File: src/sv/imuca_pkg.sv
// Shared widths, defaults and arithmetic helpers for the IMU attitude estimator.
package imuca_pkg;

    localparam int CAL_SAMPLES_DEF = 256;
    localparam int CORDIC_ITER_DEF = 16;

    localparam int DW  = 17;  // offset-corrected axis
    localparam int QW  = 32;  // divider dividend / quotient
    localparam int DVW = 24;  // divider divisor
    localparam int CW  = 35;  // CORDIC x/y datapath
    localparam int ZW  = 33;  // CORDIC angle, 2^-24 degree

    // atan(2^-i) in 2^-24 degree
    function automatic logic signed [ZW-1:0] atan_lut(input logic [4:0] i);
        logic signed [ZW-1:0] v;
        case (i)
            5'd0:    v = 33'sd754974720;
            5'd1:    v = 33'sd445687602;
            5'd2:    v = 33'sd235489088;
            5'd3:    v = 33'sd119537938;
            5'd4:    v = 33'sd60000934;
            5'd5:    v = 33'sd30029717;
            5'd6:    v = 33'sd15018523;
            5'd7:    v = 33'sd7509720;
            5'd8:    v = 33'sd3754917;
            5'd9:    v = 33'sd1877466;
            5'd10:   v = 33'sd938734;
            5'd11:   v = 33'sd469367;
            5'd12:   v = 33'sd234684;
            5'd13:   v = 33'sd117342;
            5'd14:   v = 33'sd58671;
            5'd15:   v = 33'sd29335;
            5'd16:   v = 33'sd14668;
            5'd17:   v = 33'sd7334;
            5'd18:   v = 33'sd3667;
            5'd19:   v = 33'sd1833;
            5'd20:   v = 33'sd917;
            5'd21:   v = 33'sd458;
            5'd22:   v = 33'sd229;
            5'd23:   v = 33'sd115;
            5'd24:   v = 33'sd57;
            5'd25:   v = 33'sd29;
            5'd26:   v = 33'sd14;
            5'd27:   v = 33'sd7;
            5'd28:   v = 33'sd4;
            5'd29:   v = 33'sd2;
            5'd30:   v = 33'sd1;
            default: v = 33'sd0;
        endcase
        return v;
    endfunction

    // clamp to the signed 32-bit range
    function automatic logic [31:0] sat32(input logic signed [34:0] v);
        logic [31:0] r;
        if (v > 35'sd2147483647)
            r = 32'h7FFF_FFFF;
        else if (v < -35'sd2147483648)
            r = 32'h8000_0000;
        else
            r = v[31:0];
        return r;
    endfunction

endpackage

File: src/sv/imuca_div.sv
// Bit-serial restoring divider, one quotient bit per cycle.
module imuca_div import imuca_pkg::*; (
    input  logic           i_clk,
    input  logic           i_rst_n,
    input  logic           i_start,
    input  logic [QW-1:0]  i_dividend,
    input  logic [DVW-1:0] i_divisor,
    output logic [QW-1:0]  o_quot,
    output logic           o_done
);

    logic           r_busy;
    logic           r_done;
    logic [4:0]     r_cnt;
    logic [DVW-1:0] r_rem;
    logic [DVW-1:0] r_den;
    logic [QW-1:0]  r_quo;
    logic [DVW:0]   w_trial;
    logic [DVW:0]   w_diff;
    logic           w_ge;

    assign w_trial = {r_rem, r_quo[QW-1]};
    assign w_ge    = w_trial >= {1'b0, r_den};
    assign w_diff  = w_trial - {1'b0, r_den};

    always_ff @(posedge i_clk) begin
        if (!i_rst_n) begin
            r_busy <= 1'b0;
            r_done <= 1'b0;
            r_cnt  <= '0;
        end else if (i_start) begin
            r_busy <= 1'b1;
            r_done <= 1'b0;
            r_cnt  <= '0;
        end else if (r_busy) begin
            r_cnt  <= r_cnt + 5'd1;
            r_busy <= (r_cnt != 5'(QW - 1));
            r_done <= (r_cnt == 5'(QW - 1));
        end else begin
            r_done <= 1'b0;
        end
    end

    always_ff @(posedge i_clk) begin
        if (i_start) begin
            r_rem <= '0;
            r_den <= i_divisor;
            r_quo <= i_dividend;
        end else if (r_busy) begin
            r_rem <= w_ge ? w_diff[DVW-1:0] : w_trial[DVW-1:0];
            r_quo <= {r_quo[QW-2:0], w_ge};
        end
    end

    assign o_quot = r_quo;
    assign o_done = r_done;

endmodule

File: src/sv/imuca_cordic.sv
// Iterative CORDIC in vectoring mode, one micro-rotation per cycle.
module imuca_cordic import imuca_pkg::*; #(
    parameter int ITERS = CORDIC_ITER_DEF
) (
    input  logic                 i_clk,
    input  logic                 i_rst_n,
    input  logic                 i_start,
    input  logic signed [CW-1:0] i_x,
    input  logic signed [CW-1:0] i_y,
    output logic signed [CW-1:0] o_x,
    output logic signed [ZW-1:0] o_z,
    output logic                 o_done
);

    logic                 r_busy;
    logic                 r_done;
    logic [4:0]           r_i;
    logic signed [CW-1:0] r_x;
    logic signed [CW-1:0] r_y;
    logic signed [ZW-1:0] r_z;
    logic signed [CW-1:0] w_xs;
    logic signed [CW-1:0] w_ys;

    assign w_xs = r_x >>> r_i;
    assign w_ys = r_y >>> r_i;

    always_ff @(posedge i_clk) begin
        if (!i_rst_n) begin
            r_busy <= 1'b0;
            r_done <= 1'b0;
            r_i    <= '0;
        end else if (i_start) begin
            r_busy <= 1'b1;
            r_done <= 1'b0;
            r_i    <= '0;
        end else if (r_busy) begin
            r_i    <= r_i + 5'd1;
            r_busy <= (r_i != 5'(ITERS - 1));
            r_done <= (r_i == 5'(ITERS - 1));
        end else begin
            r_done <= 1'b0;
        end
    end

    always_ff @(posedge i_clk) begin
        if (i_start) begin
            r_x <= i_x;
            r_y <= i_y;
            r_z <= '0;
        end else if (r_busy) begin
            if (!r_y[CW-1]) begin
                r_x <= r_x + w_ys;
                r_y <= r_y - w_xs;
                r_z <= r_z + atan_lut(r_i);
            end else begin
                r_x <= r_x - w_ys;
                r_y <= r_y + w_xs;
                r_z <= r_z - atan_lut(r_i);
            end
        end
    end

    assign o_x    = r_x;
    assign o_z    = r_z;
    assign o_done = r_done;

endmodule

File: src/sv/imu_complementary_attitude.sv
// Top level: calibration, rate scaling, accel tilt and complementary blend.
// The first CAL_SAMPLES words are only summed per axis and give no result; the
// last of them also starts six offset divisions through the bit-serial divider.
// A calibrated word then runs six divisions for rates and integration steps,
// six CORDIC vectoring passes at one micro-rotation per cycle, and two
// shift-add blend multiplies.
// One word is worked on at a time; a finished result waits in the output
// register while the next word is accepted.
module imu_complementary_attitude import imuca_pkg::*; #(
    parameter int CAL_SAMPLES       = CAL_SAMPLES_DEF,
    parameter int CORDIC_ITERATIONS = CORDIC_ITER_DEF
) (
    input  logic               i_clk,
    input  logic               i_rst_n,
    input  logic               i_valid,
    output logic               o_stall,
    input  logic signed [15:0] i_gyro_x,
    input  logic signed [15:0] i_gyro_y,
    input  logic signed [15:0] i_gyro_z,
    input  logic signed [15:0] i_accel_x,
    input  logic signed [15:0] i_accel_y,
    input  logic signed [15:0] i_accel_z,
    input  logic               i_cfg_we,
    input  logic [1:0]         i_cfg_idx,
    input  logic [15:0]        i_cfg_data,
    output logic               o_valid,
    input  logic               i_stall,
    output logic signed [31:0] o_roll_angle,
    output logic signed [31:0] o_pitch_angle,
    output logic signed [31:0] o_yaw_angle,
    output logic signed [18:0] o_roll_rate,
    output logic signed [18:0] o_pitch_rate,
    output logic signed [18:0] o_yaw_rate
);

    localparam logic [2:0] ST_IDLE   = 3'd0;
    localparam logic [2:0] ST_CALDIV = 3'd1;
    localparam logic [2:0] ST_DIV    = 3'd2;
    localparam logic [2:0] ST_CORD   = 3'd3;
    localparam logic [2:0] ST_MUL    = 3'd4;
    localparam logic [2:0] ST_YAW    = 3'd5;
    localparam logic [2:0] ST_OUT    = 3'd6;

    localparam logic [1:0] CFG_BLEND = 2'd0;
    localparam logic [1:0] CFG_GPD   = 2'd1;
    localparam logic [1:0] CFG_RATE  = 2'd2;
    localparam logic [1:0] CFG_GRAV  = 2'd3;

    // config
    logic [15:0] r_blend;
    logic [10:0] r_gpd;
    logic [12:0] r_srate;
    logic [14:0] r_grav;

    // control
    logic [2:0]  r_state;
    logic [2:0]  r_job;
    logic [3:0]  r_cnt;
    logic        r_go;
    logic        r_cal;
    logic [16:0] r_count;
    logic        r_ovalid;

    // state and working data
    logic signed [31:0]   r_sum [6];
    logic signed [31:0]   r_ang [3];
    logic signed [DW-1:0] r_d [6];
    logic signed [18:0]   r_rate [3];
    logic signed [24:0]   r_step [3];
    logic signed [17:0]   r_tilt [2];
    logic [DVW-1:0]       r_gsr;
    logic signed [CW-1:0] r_r;
    logic signed [CW-1:0] r_m;
    logic signed [49:0]   r_mop;
    logic signed [50:0]   r_macc;
    logic [15:0]          r_wsh;

    logic signed [15:0] w_v [6];
    logic               w_acc;
    logic [16:0]        n_count;
    logic [10:0]        w_gpd_eff;
    logic [12:0]        w_sr_eff;
    logic [1:0]         w_ph;
    logic               w_hi;

    // divider operands
    logic               w_div_start;
    logic               w_div_done;
    logic [QW-1:0]      w_div_q;
    logic               w_div_neg;
    logic [QW-1:0]      w_div_num;
    logic [DVW-1:0]     w_div_den;
    logic signed [DW-1:0] w_dsel;
    logic [15:0]        w_dmag;
    logic signed [33:0] w_qs;
    logic signed [18:0] w_rate_sat;

    // cordic operands
    logic                 w_cor_start;
    logic                 w_cor_done;
    logic signed [CW-1:0] w_cx0;
    logic signed [CW-1:0] w_cy0;
    logic signed [CW-1:0] w_cx;
    logic signed [ZW-1:0] w_cz;
    logic signed [17:0]   w_az;
    logic [17:0]          w_aaz;
    logic signed [DW-1:0] w_asel;
    logic signed [DW-1:0] w_nsel;
    logic [16:0]          w_nmag;
    logic signed [33:0]   w_zr;
    logic signed [17:0]   w_tilt;

    // blend operands
    logic signed [32:0]   w_t;
    logic signed [33:0]   w_diffm;
    logic signed [50:0]   w_macc_fin;

    assign w_v[0] = i_gyro_x;
    assign w_v[1] = i_gyro_y;
    assign w_v[2] = i_gyro_z;
    assign w_v[3] = i_accel_x;
    assign w_v[4] = i_accel_y;
    assign w_v[5] = i_accel_z;

    assign o_stall   = (r_state != ST_IDLE);
    assign w_acc     = i_valid && (r_state == ST_IDLE);
    assign n_count   = r_count + 17'd1;
    assign w_gpd_eff = (r_gpd == '0) ? 11'd1 : r_gpd;
    assign w_sr_eff  = (r_srate == '0) ? 13'd1 : r_srate;
    assign w_hi      = (r_job >= 3'd3);
    assign w_ph      = w_hi ? 2'(r_job - 3'd3) : r_job[1:0];

    // divider job select: offsets while calibrating, else rates then steps
    always_comb begin
        w_dsel = r_d[{1'b0, w_ph}];
        w_dmag = w_dsel[DW-1] ? 16'(-w_dsel) : w_dsel[15:0];
        if (r_state == ST_CALDIV) begin
            w_div_neg = r_sum[r_job][31];
            w_div_num = w_div_neg ? QW'(-r_sum[r_job]) : QW'(r_sum[r_job]);
            w_div_den = DVW'(CAL_SAMPLES);
        end else begin
            w_div_neg = w_dsel[DW-1];
            w_div_den = w_hi ? r_gsr : {13'd0, w_gpd_eff};
            // round half away from zero on the magnitude
            w_div_num = QW'({w_dmag, 8'd0}) + QW'(w_div_den >> 1);
        end
    end

    assign w_qs = w_div_neg ? -$signed({2'b00, w_div_q}) : $signed({2'b00, w_div_q});
    assign w_rate_sat = (w_qs > 34'sd262143)  ? 19'sd262143 :
                        (w_qs < -34'sd262144) ? -19'sd262144 : w_qs[18:0];

    assign w_div_start = r_go && (r_state inside {ST_DIV, ST_CALDIV});

    imuca_div u_div (
        .i_clk      (i_clk),
        .i_rst_n    (i_rst_n),
        .i_start    (w_div_start),
        .i_dividend (w_div_num),
        .i_divisor  (w_div_den),
        .o_quot     (w_div_q),
        .o_done     (w_div_done)
    );

    // cordic jobs per tilt: root, numerator gain, final angle
    always_comb begin
        w_az   = 18'(r_d[5]) + $signed({3'd0, r_grav});
        w_aaz  = w_az[17] ? 18'(-w_az) : 18'(w_az);
        w_asel = w_hi ? r_d[4] : r_d[3];
        w_nsel = w_hi ? r_d[3] : r_d[4];
        w_nmag = w_nsel[DW-1] ? 17'(-w_nsel) : 17'(w_nsel);
        case (w_ph)
            2'd0: begin
                w_cx0 = $signed(CW'({w_aaz, 12'd0}));
                w_cy0 = CW'(w_asel) <<< 12;
            end
            2'd1: begin
                w_cx0 = $signed(CW'({w_nmag, 12'd0}));
                w_cy0 = '0;
            end
            default: begin
                w_cx0 = r_r;
                w_cy0 = r_m;
            end
        endcase
        w_zr   = 34'(w_cz) + 34'sd32768;
        w_tilt = (r_r == '0 && r_m == '0) ? 18'sd0 : 18'(w_zr >>> 16);
    end

    assign w_cor_start = r_go && (r_state == ST_CORD);

    imuca_cordic #(
        .ITERS (CORDIC_ITERATIONS)
    ) u_cordic (
        .i_clk   (i_clk),
        .i_rst_n (i_rst_n),
        .i_start (w_cor_start),
        .i_x     (w_cx0),
        .i_y     (w_cy0),
        .o_x     (w_cx),
        .o_z     (w_cz),
        .o_done  (w_cor_done)
    );

    // w*t + (1-w)*tilt == tilt<<16 + w*(t - tilt)
    assign w_t     = 33'(r_ang[r_job[0]]) + 33'(r_step[r_job[0]]);
    assign w_diffm = 34'(w_t) - 34'(r_tilt[r_job[0]]);
    // accumulator including the partial product of the last weight bit
    assign w_macc_fin = r_wsh[0] ? r_macc + 51'(r_mop) : r_macc;

    always_ff @(posedge i_clk) begin
        if (!i_rst_n) begin
            r_blend <= 16'd65470;
            r_gpd   <= 11'd65;
            r_srate <= 13'd200;
            r_grav  <= 15'd16384;
        end else if (i_cfg_we) begin
            case (i_cfg_idx)
                CFG_BLEND: r_blend <= i_cfg_data;
                CFG_GPD:   r_gpd   <= i_cfg_data[10:0];
                CFG_RATE:  r_srate <= i_cfg_data[12:0];
                CFG_GRAV:  r_grav  <= i_cfg_data[14:0];
                default:   r_blend <= r_blend;
            endcase
        end
    end

    always_ff @(posedge i_clk) begin
        if (!i_rst_n) begin
            r_state  <= ST_IDLE;
            r_job    <= '0;
            r_cnt    <= '0;
            r_go     <= 1'b0;
            r_cal    <= 1'b0;
            r_count  <= '0;
            r_ovalid <= 1'b0;
            for (int k = 0; k < 6; k++) r_sum[k] <= '0;
            for (int k = 0; k < 3; k++) r_ang[k] <= '0;
        end else begin
            if (r_state == ST_OUT && (!r_ovalid || !i_stall))
                r_ovalid <= 1'b1;
            else if (r_ovalid && !i_stall)
                r_ovalid <= 1'b0;
            case (r_state)
                ST_IDLE: begin
                    if (w_acc) begin
                        if (!r_cal) begin
                            for (int k = 0; k < 6; k++)
                                r_sum[k] <= r_sum[k] + 32'(w_v[k]);
                            r_count <= n_count;
                            if (n_count >= 17'(CAL_SAMPLES)) begin
                                r_state <= ST_CALDIV;
                                r_job   <= '0;
                                r_go    <= 1'b1;
                            end
                        end else begin
                            r_state <= ST_DIV;
                            r_job   <= '0;
                            r_go    <= 1'b1;
                        end
                    end
                end
                ST_CALDIV: begin
                    r_go <= w_div_done && (r_job != 3'd5);
                    if (w_div_done) begin
                        r_sum[r_job] <= w_qs[31:0];
                        if (r_job == 3'd5) begin
                            r_cal   <= 1'b1;
                            r_state <= ST_IDLE;
                        end else begin
                            r_job <= r_job + 3'd1;
                        end
                    end
                end
                ST_DIV: begin
                    r_go <= w_div_done;
                    if (w_div_done) begin
                        if (r_job == 3'd5) begin
                            r_state <= ST_CORD;
                            r_job   <= '0;
                        end else begin
                            r_job <= r_job + 3'd1;
                        end
                    end
                end
                ST_CORD: begin
                    r_go <= w_cor_done;
                    if (w_cor_done) begin
                        if (r_job == 3'd5) begin
                            r_state <= ST_MUL;
                            r_job   <= '0;
                        end else begin
                            r_job <= r_job + 3'd1;
                        end
                    end
                end
                ST_MUL: begin
                    if (r_go) begin
                        r_go  <= 1'b0;
                        r_cnt <= '0;
                    end else begin
                        r_cnt <= r_cnt + 4'd1;
                        if (r_cnt == 4'd15) begin
                            r_ang[r_job[0]] <= sat32(35'(w_macc_fin >>> 16));
                            if (r_job[0]) begin
                                r_state <= ST_YAW;
                            end else begin
                                r_job <= 3'd1;
                                r_go  <= 1'b1;
                            end
                        end
                    end
                end
                ST_YAW: begin
                    r_ang[2] <= sat32(35'(r_ang[2]) + 35'(r_step[2]));
                    r_state  <= ST_OUT;
                end
                ST_OUT: begin
                    if (!r_ovalid || !i_stall)
                        r_state <= ST_IDLE;
                end
                default: r_state <= ST_IDLE;
            endcase
        end
    end

    // datapath registers
    always_ff @(posedge i_clk) begin
        if (w_acc && r_cal) begin
            for (int k = 0; k < 6; k++)
                r_d[k] <= DW'(w_v[k]) - r_sum[k][DW-1:0];
            r_gsr <= DVW'(w_gpd_eff) * DVW'(w_sr_eff);
        end
        if (r_state == ST_DIV && w_div_done) begin
            if (w_hi)
                r_step[w_ph] <= w_qs[24:0];
            else
                r_rate[w_ph] <= w_rate_sat;
        end
        if (r_state == ST_CORD && w_cor_done) begin
            case (w_ph)
                2'd0:    r_r <= w_cx;
                2'd1:    r_m <= w_nsel[DW-1] ? -w_cx : w_cx;
                default: r_tilt[w_hi] <= w_hi ? -w_tilt : w_tilt;
            endcase
        end
        if (r_state == ST_MUL) begin
            if (r_go) begin
                r_mop  <= 50'(w_diffm);
                r_macc <= (51'(r_tilt[r_job[0]]) <<< 16) + 51'sd32768;
                r_wsh  <= r_blend;
            end else begin
                if (r_wsh[0])
                    r_macc <= r_macc + 51'(r_mop);
                r_mop <= r_mop <<< 1;
                r_wsh <= r_wsh >> 1;
            end
        end
        if (r_state == ST_OUT && (!r_ovalid || !i_stall)) begin
            o_roll_angle  <= r_ang[0];
            o_pitch_angle <= r_ang[1];
            o_yaw_angle   <= r_ang[2];
            o_roll_rate   <= r_rate[0];
            o_pitch_rate  <= r_rate[1];
            o_yaw_rate    <= r_rate[2];
        end
    end

    assign o_valid = r_ovalid;

    a_cal_sticky: assert property (@(posedge i_clk) disable iff (!i_rst_n)
        r_cal |=> r_cal)
        else $error("calibrated flag dropped");

    a_result_needs_cal: assert property (@(posedge i_clk) disable iff (!i_rst_n)
        $rose(r_ovalid) |-> r_cal)
        else $error("result before calibration finished");

    a_cal_word_no_run: assert property (@(posedge i_clk) disable iff (!i_rst_n)
        (w_acc && !r_cal) |=> (r_state == ST_IDLE || r_state == ST_CALDIV))
        else $error("calibration word started a run");

    a_div_start_state: assert property (@(posedge i_clk) disable iff (!i_rst_n)
        w_div_start |-> !w_cor_start && r_job <= 3'd5)
        else $error("divider started out of sequence");

endmodule
File: config.mk
export PLATFORM = sky130hd
export DESIGN_NAME = imu_complementary_attitude
export DESIGN_NICKNAME = d
export VERILOG_FILES = /design/src/sv/imuca_pkg.sv /design/src/sv/imuca_div.sv /design/src/sv/imuca_cordic.sv /design/src/sv/imu_complementary_attitude.sv
export SDC_FILE = /design/constraint.sdc
export NUM_CORES = 2
export LEC_CHECK = 0
export BUFFER_PORTS_ARGS = -buffer_cell sky130_fd_sc_hd__buf_2
export CAP_MARGIN = 0
export CORE_ASPECT_RATIO = 1.1
export CORE_UTILIZATION = 43
export CTS_CLUSTER_SIZE = 16
export DETAILED_ROUTE_END_ITERATION = 10
export SETUP_SLACK_MARGIN = 0.4
export SLEW_MARGIN = 20
export SYNTH_ARGS = -nofsm -noshare
export SYNTH_HDL_FRONTEND = slang
export SYNTH_SLANG_ARGS = --single-unit
File: constraint.sdc
create_clock -name i_clk -period 10.14 [get_ports i_clk]
set_input_delay 2.535 -clock i_clk [delete_from_list [all_inputs] [get_ports i_clk]]
set_output_delay 2.535 -clock i_clk [all_outputs]
set_load 0.02 [all_outputs]
==> out/summary.md <==
The switching power came out at 4.372 mW. Setup violations remaining at the end of the flow were counted as 0. Final wirelength: 325800 µm.

The area share of the largest cell type after synthesis is 0.3583. On the worst path, the slowest cell contributes a delay of 0.89 ns. The total number of H-tree levels is 4. The critical path in this run is classified as register to register. The switching portion of total power was 0.2973; the total of flip-flops plus latches after synthesis was 1299. The run gives 0.192 as the combinational group share of total power. The post-synthesis mux area share is 0.06982. The routed layout has 76.55k vias. The internal power component was 10.33 mW; the clock share of power was 0.382. Total count of hold-check failures in the final report: 0. The Yosys step of the flow raised 0 warnings. The synthesized-area fraction occupied by xor and xnor cells is 0.06897, and the worst-case register-to-register setup slack is 2.78 ns. For the worst setup path, the data arrival time is 7.94 ns. The first global-routing pass estimated 477600 µm of wire. The sequential area share after synthesis is 0.3984. For the number of nets in the layout, the log shows 10.60k. For the number of distinct library cells after synthesis, the log shows 95. The routed length per placed instance is 25.62 µm, and the cell count after synthesis is 9565. The top cell types in the final layout, fill and taps aside, are edfxtp_1 (1112), nand2_1 (809), a21oi_1 (765).

The tools report the number of optimization iterations in the first detailed-route pass as 6. The power density relative to cell area is 142.7 nW/µm², and the number of max-cap violations is 0. The run gives 0 as the quantity of hold-fixing buffers added after cts. TritonCTS built the clock tree. By area, the combinational part of the netlist is dominated by compound AO/OA/AOI/OAI gates.

After filler insertion, the fill cell instance count of the layout stands at 20.04k. The number of setup buffers added after CTS is 0. Between clock sinks in the finished design, the worst skew comes to 0.06877 ns. The area of the placeable core is 214700 µm².

The number of remaining DRC errors is 0, and the post-route minimum period is 7.365 ns. The share of synthesized flip-flops with an asynchronous set or reset came out at 0. The share of layout cells above drive strength 1 came out at 0.1029. The number of sinks on the clock net was 1299; the floorplan die area was 218600 µm². The biggest area contributor in the post-synthesis netlist is edfxtp_1.

The area share of and/or/nand/nor cells after synthesis is 0.1348. The overall power consumption is 14.71 mW, and the post-synthesis cell area is 93210 µm². After legalization and detailed placement, the total HPWL measured 248100 µm. Yosys mapped a number of flops with a built-in enable equal to 1112. The tools report the kind of capture point of the worst setup path as a register.

The floorplan has 178 rows. For the pin count of the biggest net entering global routing, the log shows 104. For the data required time at the worst endpoint, the log shows 10.72 ns. The tools report the startpoint kind of the worst setup timing path as a register. The post-synthesis compound-gate area fraction was 0.1642.

The number of nets with antenna violations after detailed routing was 0. For the max-slew violation total from the final report, the log shows 0. The DRC marker count from the first detailed-route iteration came out at 7466. At the pin with the least slew margin, the transition time is 1.142 ns. Clock-pin slew was measured on the worst setup and hold paths at 0.06 ns. The run finished with clean final reports. The setup TNS after final layout was 0 ns. The run gives 73.64k as the via count of the first global-routing pass. The number of antenna violations at the first check in global routing is 22. Yosys attributes the largest share of cell area to edfxtp_1 (36%), ha_1 (8.6%), xnor2_1 (4.5%).

The number of gates given a new drive strength after cts is 0. Buffers inserted during clock tree synthesis total 151. Routability-driven placement finished with a final weighted congestion of 0.9718. The x dimension of the die works out to 445.9 µm. The number of nets in the synthesized netlist is 10.48k. In this run the deepest clock path goes through 3 buffers. From bottom edge to top edge, the die measures 490.3 µm. The fraction of the mapped netlist area in adder cells was 0.1185; the share of the cycle needed by the critical path after routing was 0.7263. The effective utilization at floorplan is 0.4341. Among all stages on the critical path, the largest delay is contributed by dfxtp_4. Compared with the post-synthesis result, the final layout area differs by 10.53%.

CTS placed an instance of clkbuf_16 at the clock tree root. For the part of the total power dissipated in sequential elements, the log shows 0.426. Counting stages on the worst path, the most repeated cell is nor2_1. The tools report the relative slew slack as 0.2384. The run gives 0.87 ns as the clock latency at the later pin of the worst-skew pair. Among all flip-flop cells after synthesis, the most frequent one is edfxtp_1.

For this run, the top clock speed supported by timing is 0.1358 GHz. In this run the mean area of a mapped cell was 9.745 µm². Summed over all layers, the global routing overflow is 0. Dividing the detail-routed via count by the number of cells gives 6.019. The count of boundary I/O pins is 274. The class of the worst hold path was register to register. Across the VDD grid, the largest voltage drop is 193.9 µV. Setup repair after global routing left no endpoint under its margin.

The quantity of I/O buffers inserted on ports came out at 273. Total routing usage reported by global routing: 0.2906. The most common cell after layout, fill and taps aside was edfxtp_1. The maximum fanout encountered on the critical timing path came out at 57.

Reported leakage power: 40.70 nW.
-- through the flow --
step / cell area (µm²) / utilization / hold WS, ns / instances / worst slack, ns
floorplan: 93210 / - / 0.4003 / 9565 / 2.983
global placement: 97830 / 0.4556 / 0.4002 / 12413 / 2.632
detailed placement: 97870 / 0.4559 / 0.4045 / 12414 / 2.800
CTS: 102900 / 0.4793 / 0.4026 / 12696 / 2.769
global route: 103000 / 0.4798 / 0.4201 / 12710 / 2.036
finish: 103000 / 0.4798 / 0.4064 / 12718 / 2.775
-- critical path, delay by kind of cell (launching register included) --
family | cells | cell delay, ns
AOI/OAI and AO/OA | 8 | 1.90
and+or+nand+nor | 10 | 1.88
muxes | 2 | 0.92
DFF | 1 | 0.89
adders and majority gates | 2 | 0.58
buffers and inverters | 2 | 0.55
xor gates and xnor gates | 2 | 0.32
-- cells by family after synthesis --
kind of cell,count (synthesis)
buffers and inverters,1104
muxes,489
AOI/OAI and AO/OA,2467
and+or+nand+nor,2682
adders and majority gates,793
DFF,1299
xor gates and xnor gates,731
-- sequential cells by signal, summed over array words and instances, names as in the netlist, 24 cells and up, named ones only --
name,count
r_sum,256
r_d,102
r_ang,96
r_step,75
r_rate,57
r_macc,51
r_mop,50
r_tilt,36
r_m,35
r_r,35
u_cordic.o_x,35
u_cordic.r_y,35
u_cordic.o_z,33
o_pitch_angle,32
o_roll_angle,32
o_yaw_angle,32
u_div.o_quot,32
r_gsr,24
u_div.r_den,24
u_div.r_rem,24
-- final cells by class --
class	instances	area, µm²	share of cell area
sequential	1299	37170	0.3608
inverter	655	2461	0.02389
antenna	18	45.04	0.0004372
clock inverter	103	1066	0.01035
multi-input combinational	7162	52160	0.5063
clock buffer	179	3974	0.03857
timing repair buffer	422	2542	0.02468
tap	2880	3603	0.03498
-- final timing paths --
| check | depth (start not counted) | to | start |
|---|---|---|---|
| setup / recovery | 26 | u_cordic.r_y[34] | u_cordic.r_i[1] |
| hold / removal | 0 | o_roll_rate[13] | r_rate[0][13] |
| setup reg to reg | 26 | u_cordic.r_y[34] | u_cordic.r_i[1] |
| hold reg to reg | 0 | o_roll_rate[13] | r_rate[0][13] |
-- synthesized netlist by cell type, types with 99 or more instances --
| master | n |
|---|---|
| nand3_1 | 204 |
| o21bai_1 | 99 |
| nor2_1 | 752 |
| xor2_1 | 252 |
| nor2b_1 | 102 |
| xnor2_1 | 477 |
| nor3_1 | 190 |
| mux2i_1 | 271 |
| a21o_1 | 180 |
| a21oi_1 | 768 |
| clkbuf_1 | 349 |
| ha_1 | 643 |
| o21ai_0 | 564 |
| nand2_1 | 814 |
| fa_1 | 150 |
| mux2_2 | 99 |
| and2_1 | 105 |
| and3_1 | 104 |
| inv_1 | 645 |
| edfxtp_1 | 1112 |
| dfxtp_1 | 187 |
| o22ai_1 | 202 |
| mux4_2 | 119 |
-- power groups by stage --
stage               Clock [mW]  Sequential (mW)  Combinational [mW]
finish                    5.62             6.26                2.82
global route              5.89             6.27                3.12
CTS                       5.70             6.25                2.79
detailed placement           0             6.36                2.76
global placement             0             6.35                2.72
floorplan                    0             6.22                2.11
-- metal layers --
metal / GRT usage / wire, µm / up-vias
li1: - / - / 35097
met1: 0.3820 / 133500 / 37827
met2: 0.4707 / 151600 / 3080
met3: 0.04380 / 24590 / 536
met4: 0.1322 / 16050 / 8
met5: 0 / 58 / -
Power figures use the tool's default switching activity.
